==> config.mk <==
export PLATFORM = sky130hd
export DESIGN_NAME = arop_ctrl
export DESIGN_NICKNAME = d
export VERILOG_FILES = /design/src/hdl/arop_pkg.sv /design/src/hdl/arop_ctrl.sv
export SDC_FILE = /design/constraint.sdc
export NUM_CORES = 1
export LEC_CHECK = 0
export ABC_CLOCK_PERIOD_IN_PS = 1150
export BUFFER_PORTS_ARGS = -buffer_cell sky130_fd_sc_hd__buf_2
export CAP_MARGIN = 25
export CORE_AREA = 2 2 39 41
export DETAILED_ROUTE_END_ITERATION = 7
export DIE_AREA = 0 0 41 43
export HOLD_SLACK_MARGIN = 0.05
export PLACE_DENSITY_LB_ADDON = 0.25
export RECOVER_POWER = 50
export SKIP_CTS_REPAIR_TIMING = 1
export SYNTH_ARGS = -nofsm -noshare
export SYNTH_HDL_FRONTEND = slang
export SYNTH_SLANG_ARGS = --single-unit
==> constraint.sdc <==
create_clock -name i_clk -period 1.15 [get_ports i_clk]
set_clock_uncertainty 0.1 [all_clocks]
set_input_delay 0.23 -clock i_clk [delete_from_list [all_inputs] [get_ports i_clk]]
set_output_delay 0.23 -clock i_clk [all_outputs]
set_load 0.05 [all_outputs]
==> src/hdl/arop_pkg.sv <==
// Shared types and constants for the audio ring reader.
// Used by the controller, the datapath and the top level; no dependencies.
`timescale 1ns / 1ps

package arop_pkg;

    // parameter defaults
    localparam int DEF_RING_WORDS      = 65536;
    localparam int DEF_MAX_READ_FRAMES = 32;

    // field widths fixed by the interface
    localparam int SAMPLE_W  = 32;
    localparam int ACTION_W  = 2;
    localparam int REQ_W     = 6;
    localparam int IDX_W     = 5;
    localparam int CFG_IDX_W = 8;
    localparam int CFG_DAT_W = 16;

    // action codes
    localparam logic [ACTION_W-1:0] ACT_WRITE = 2'd0;
    localparam logic [ACTION_W-1:0] ACT_READ  = 2'd1;
    localparam logic [ACTION_W-1:0] ACT_CLEAR = 2'd2;

    // register indexes
    localparam logic [CFG_IDX_W-1:0] CFG_CHANNEL_COUNT = 8'd0;
    localparam logic [CFG_IDX_W-1:0] CFG_RING_FRAMES   = 8'd1;

    // register reset values and limits
    localparam logic [1:0]           RST_CHANNEL_COUNT = 2'd2;
    localparam logic [CFG_DAT_W-1:0] RST_RING_FRAMES   = 16'd24000;
    localparam int                   MAX_RING_FRAMES   = 32768;

    // controller to datapath commands
    typedef struct packed {
        logic wr_accept;   // take a write, store first word, update pointers
        logic wr_second;   // store the latched channel 1 word
        logic rd_accept;   // take a read burst, set up cursor and counts
        logic clear;       // empty the ring
        logic rd_issue;    // read memory at the cursor
        logic load_word;   // move the read word into the output register
        logic load_empty;  // load the empty-read result
    } t_cmd;

    // datapath to controller status
    typedef struct packed {
        logic stereo;      // two channels per frame
        logic read_empty;  // a read taken now would return nothing
        logic out_free;    // output register can take a result this cycle
        logic last_word;   // cursor is on the final word of the burst
    } t_sts;

endpackage

==> src/hdl/arop_ctrl.sv <==
// Controller state machine of the audio ring reader.
// Decodes accepted items into datapath commands; depends on arop_pkg.
`timescale 1ns / 1ps

module arop_ctrl
    import arop_pkg::*;
(
    input  logic                i_clk,
    input  logic                i_rst_n,
    input  logic                i_s_valid,
    output logic                o_s_ready,
    input  logic [ACTION_W-1:0] i_action,
    input  t_sts                i_sts,
    output t_cmd                o_cmd
);

    typedef enum logic [2:0] {
        S_IDLE,
        S_WR1,
        S_RD_ISSUE,
        S_RD_LOAD,
        S_RD_EMPTY
    } t_state;

    t_state r_state;
    t_state n_state;
    logic   r_s_ready;
    logic   w_accept;

    assign w_accept  = i_s_valid & r_s_ready;
    assign o_s_ready = r_s_ready;

    // next state and commands
    always_comb begin
        o_cmd   = '0;
        n_state = r_state;
        unique case (r_state)
            S_IDLE: begin
                if (w_accept) begin
                    unique case (i_action)
                        ACT_WRITE: begin
                            o_cmd.wr_accept = 1'b1;
                            n_state = i_sts.stereo ? S_WR1 : S_IDLE;
                        end
                        ACT_READ: begin
                            o_cmd.rd_accept = 1'b1;
                            n_state = i_sts.read_empty ? S_RD_EMPTY : S_RD_ISSUE;
                        end
                        ACT_CLEAR: begin
                            o_cmd.clear = 1'b1;
                        end
                        default: begin
                            n_state = S_IDLE;
                        end
                    endcase
                end
            end
            S_WR1: begin
                o_cmd.wr_second = 1'b1;
                n_state = S_IDLE;
            end
            S_RD_ISSUE: begin
                o_cmd.rd_issue = 1'b1;
                n_state = S_RD_LOAD;
            end
            S_RD_LOAD: begin
                if (i_sts.out_free) begin
                    o_cmd.load_word = 1'b1;
                    n_state = i_sts.last_word ? S_IDLE : S_RD_ISSUE;
                end
            end
            S_RD_EMPTY: begin
                if (i_sts.out_free) begin
                    o_cmd.load_empty = 1'b1;
                    n_state = S_IDLE;
                end
            end
            default: begin
                n_state = S_IDLE;
            end
        endcase
    end

    // state and registered ready
    always_ff @(posedge i_clk) begin
        if (!i_rst_n) begin
            r_state   <= S_IDLE;
            r_s_ready <= 1'b0;
        end else begin
            r_state   <= n_state;
            r_s_ready <= (n_state == S_IDLE);
        end
    end

endmodule

==> summary.md <==
| Metric | Value |
|---|---|
| Vias | 357 |
| Reg clk slew, reported paths | 40 ps |
| Slowest stage cell, crit path | dfxtp_4 |
| Crit-path max cell delay | 350 ps |
| Num CTS Buffers | 3 |
| Die X-Extent | 41 um |
| Remaining DRCs | 0 |
| Setup TNS | -3710 ps |
| Clock tree buffer depth | 2 |
| Layout area overhead | 153% |
| Gr usage total | 10.3% |
| Starting density of the core | 18.6% |
| Row cnt | 14 |
| Maximum fanout along the worst path | 3 |
| TritonCTS clock tree | yes |
| Worst EP arrival | 1300 ps |
| Synth area leader | dfxtp_1 |
| Vias in the first global route | 318 |
| IO Count | 17 |
| Worst setup EP type | output pin |
| Antenna diodes | 0 |
| Peak VDD IR | 0.331 mV |
| Hpwl dp | 634 um |
| Via-to-Cell Ratio | 4.58 |
| Mapped cell area | 258 um^2 |
| Fmax | 615 MHz |
| Seq/Total Area, Yosys | 31.1% |
| Pin count of the biggest net entering global routing | 8 |
| Tmin final | 1630 ps |
| CTS sink count | 4 |
| Synth top area share | 31.1% |
| Final hold vios | 0 |
| Period Utilization, post-route | 141% |
| Leakage | 0.278 nW |
| Critical path launch point type | register |
| IO Port Bufs | 16 |
| Worst Hold Slack | 142 ps |
| Worst hold path class | input pin to register |
| Layout cell share with drive strength beyond 1 | 79.0% |
| Status | complete, but fails checks |
| Drt wl/cell | 11.0 um |
| Routability congestion estimate | 0.709 |
| Required @ worst endpoint | 820 ps |
| Final setup fails | 11 |
| Core Region | 0.00138 mm^2 |
| RSZ-0062 raised after global routing | true |
| H-Tree Depth | 1 |
| Post-detailed-route count of antenna-violating nets | 0 |
| Max Cap Violations | 0 |
| Post-DP Area | 527 um^2 |
| GRT overflow | 0 |
| Final wirelength | 859 um |
| Initial antenna violation count | 0 |
| Drt pass-1 iters | 2 |
| Failing checks | setup timing |
| Final Net Count | 73 |
| Measured slew at the worst slew-check pin | 259 ps |
| CTS Root Cell | clkbuf_4 |
| Worst skew pair latency | 230 ps |
| CP Class | register to output pin |
| Mapped Avg Cell Area | 8.31 um^2 |
| Die area | 0.00176 mm^2 |
| Area contributors post-synth | dfxtp_1 31%, nor3b_1 8.7%, nor4bb_2 6.3% |
| CP Cell Sequence | nor4bb_4 -> nand2_1 -> nor2_4 -> buf_8 |
| Number of distinct library cells after synthesis | 19 |
| Synthesized instance count | 31 |
| Post-Syn Nets | 40 |
| Synthesis Warnings | 0 |
| Die height | 43 um |
| Final Instance Area | 652 um^2 |
| First-pass GRT wire length | 1220 um |
| DRT iter0 DRCs | 3 |
| Max_slew headroom | 82.7% |
| #FFs+latches synth | 4 |
| Power Dens Cells | 726 mW/mm^2 |
| Slew Limit Fails | 0 |
| Fin worst setup slack | -475 ps |
[final timing paths]
| kind | from | endpoint | slack (ps) | cells past startpoint |
|---|---|---|---|---|
| hold / removal | i_rst_n | r_state[1] | 140 | 2 |
| setup / recovery | r_state[2] | o_cmd[6] | -480 | 4 |
| hold reg to reg | r_state[0] | r_state[2] | 610 | 3 |
| setup reg to reg | r_state[2] | r_state[2] | -310 | 5 |
[synthesized netlist by cell type, drive strengths merged]
library cell,count
o31a,1
nor2b,1
o21a,1
nor3,2
dfxtp,4
nor4bb,1
a311o,1
and2,1
nor2,4
inv,2
nor4,1
a311oi,1
and3,2
or4b,1
or3,1
nor3b,3
nand2,3
nand4b,1
[worst max-delay path: cells and delay by family (launching register included)]
kind,cells,cell delay [ps]
and+or+nand+nor,3,570
DFF,1,350
buffers and inverters,1,150
[state kept, by name, summed over array words and instances, names as in the netlist]
register,flops
o_s_ready,1
r_state,3
[layout make-up]
| type | instances | area (um^2) |
|---|---|---|
| fillers | 127 | 732 |
| multi-input cells | 25 | 260 |
| repair buffers | 28 | 246 |
| flip-flops and latches | 4 | 95.1 |
| clock buffers | 3 | 22.5 |
| well taps | 16 | 20.0 |
| inverters | 2 | 7.51 |
[cell families after synthesis]
logic type / share of synthesized area [%]
compound gates: 13.6
buf+inv: 2.91
flops: 31.1
simple gates: 52.4
[stage by stage]
stage	power, mW	util [%]	setup WS [ps]	cells
global route	0.513	47.1	-551	78
CTS	0.461	39.7	-576	77
detailed placement	0.277	38.1	-348	74
floorplan	0.220	-	-267	31
finish	0.473	47.1	-475	78
global placement	0.276	38.1	-335	74
[cell usage in the layout, fill, tap and decap left out, types with 2 or more instances in the layout]
cell and instances:
buf_4 10, buf_2 8, buf_6 5, buf_8 5
dfxtp_4 4, clkbuf_4 3, nor3b_4 2, nor2_1 2
inv_1 2, nand2_1 2, nor2_4 2
[per-layer routing]
metal	track usage, %	part of all wire (%)	vias to the layer above
li1	-	-	179
met1	12.0	39	170
met2	15.6	57	8
met3	3.14	3.7	0
met4	6.00	0	0
met5	0	0	-
[power by group]
part / internal, mW / switching (mW)
Clock: 0.117 / 0.0554
Sequential: 0.140 / 0.00509
Combinational: 0.0782 / 0.0780
Total: 0.335 / 0.138
No activity file was read; power rests on OpenSTA's default activity.
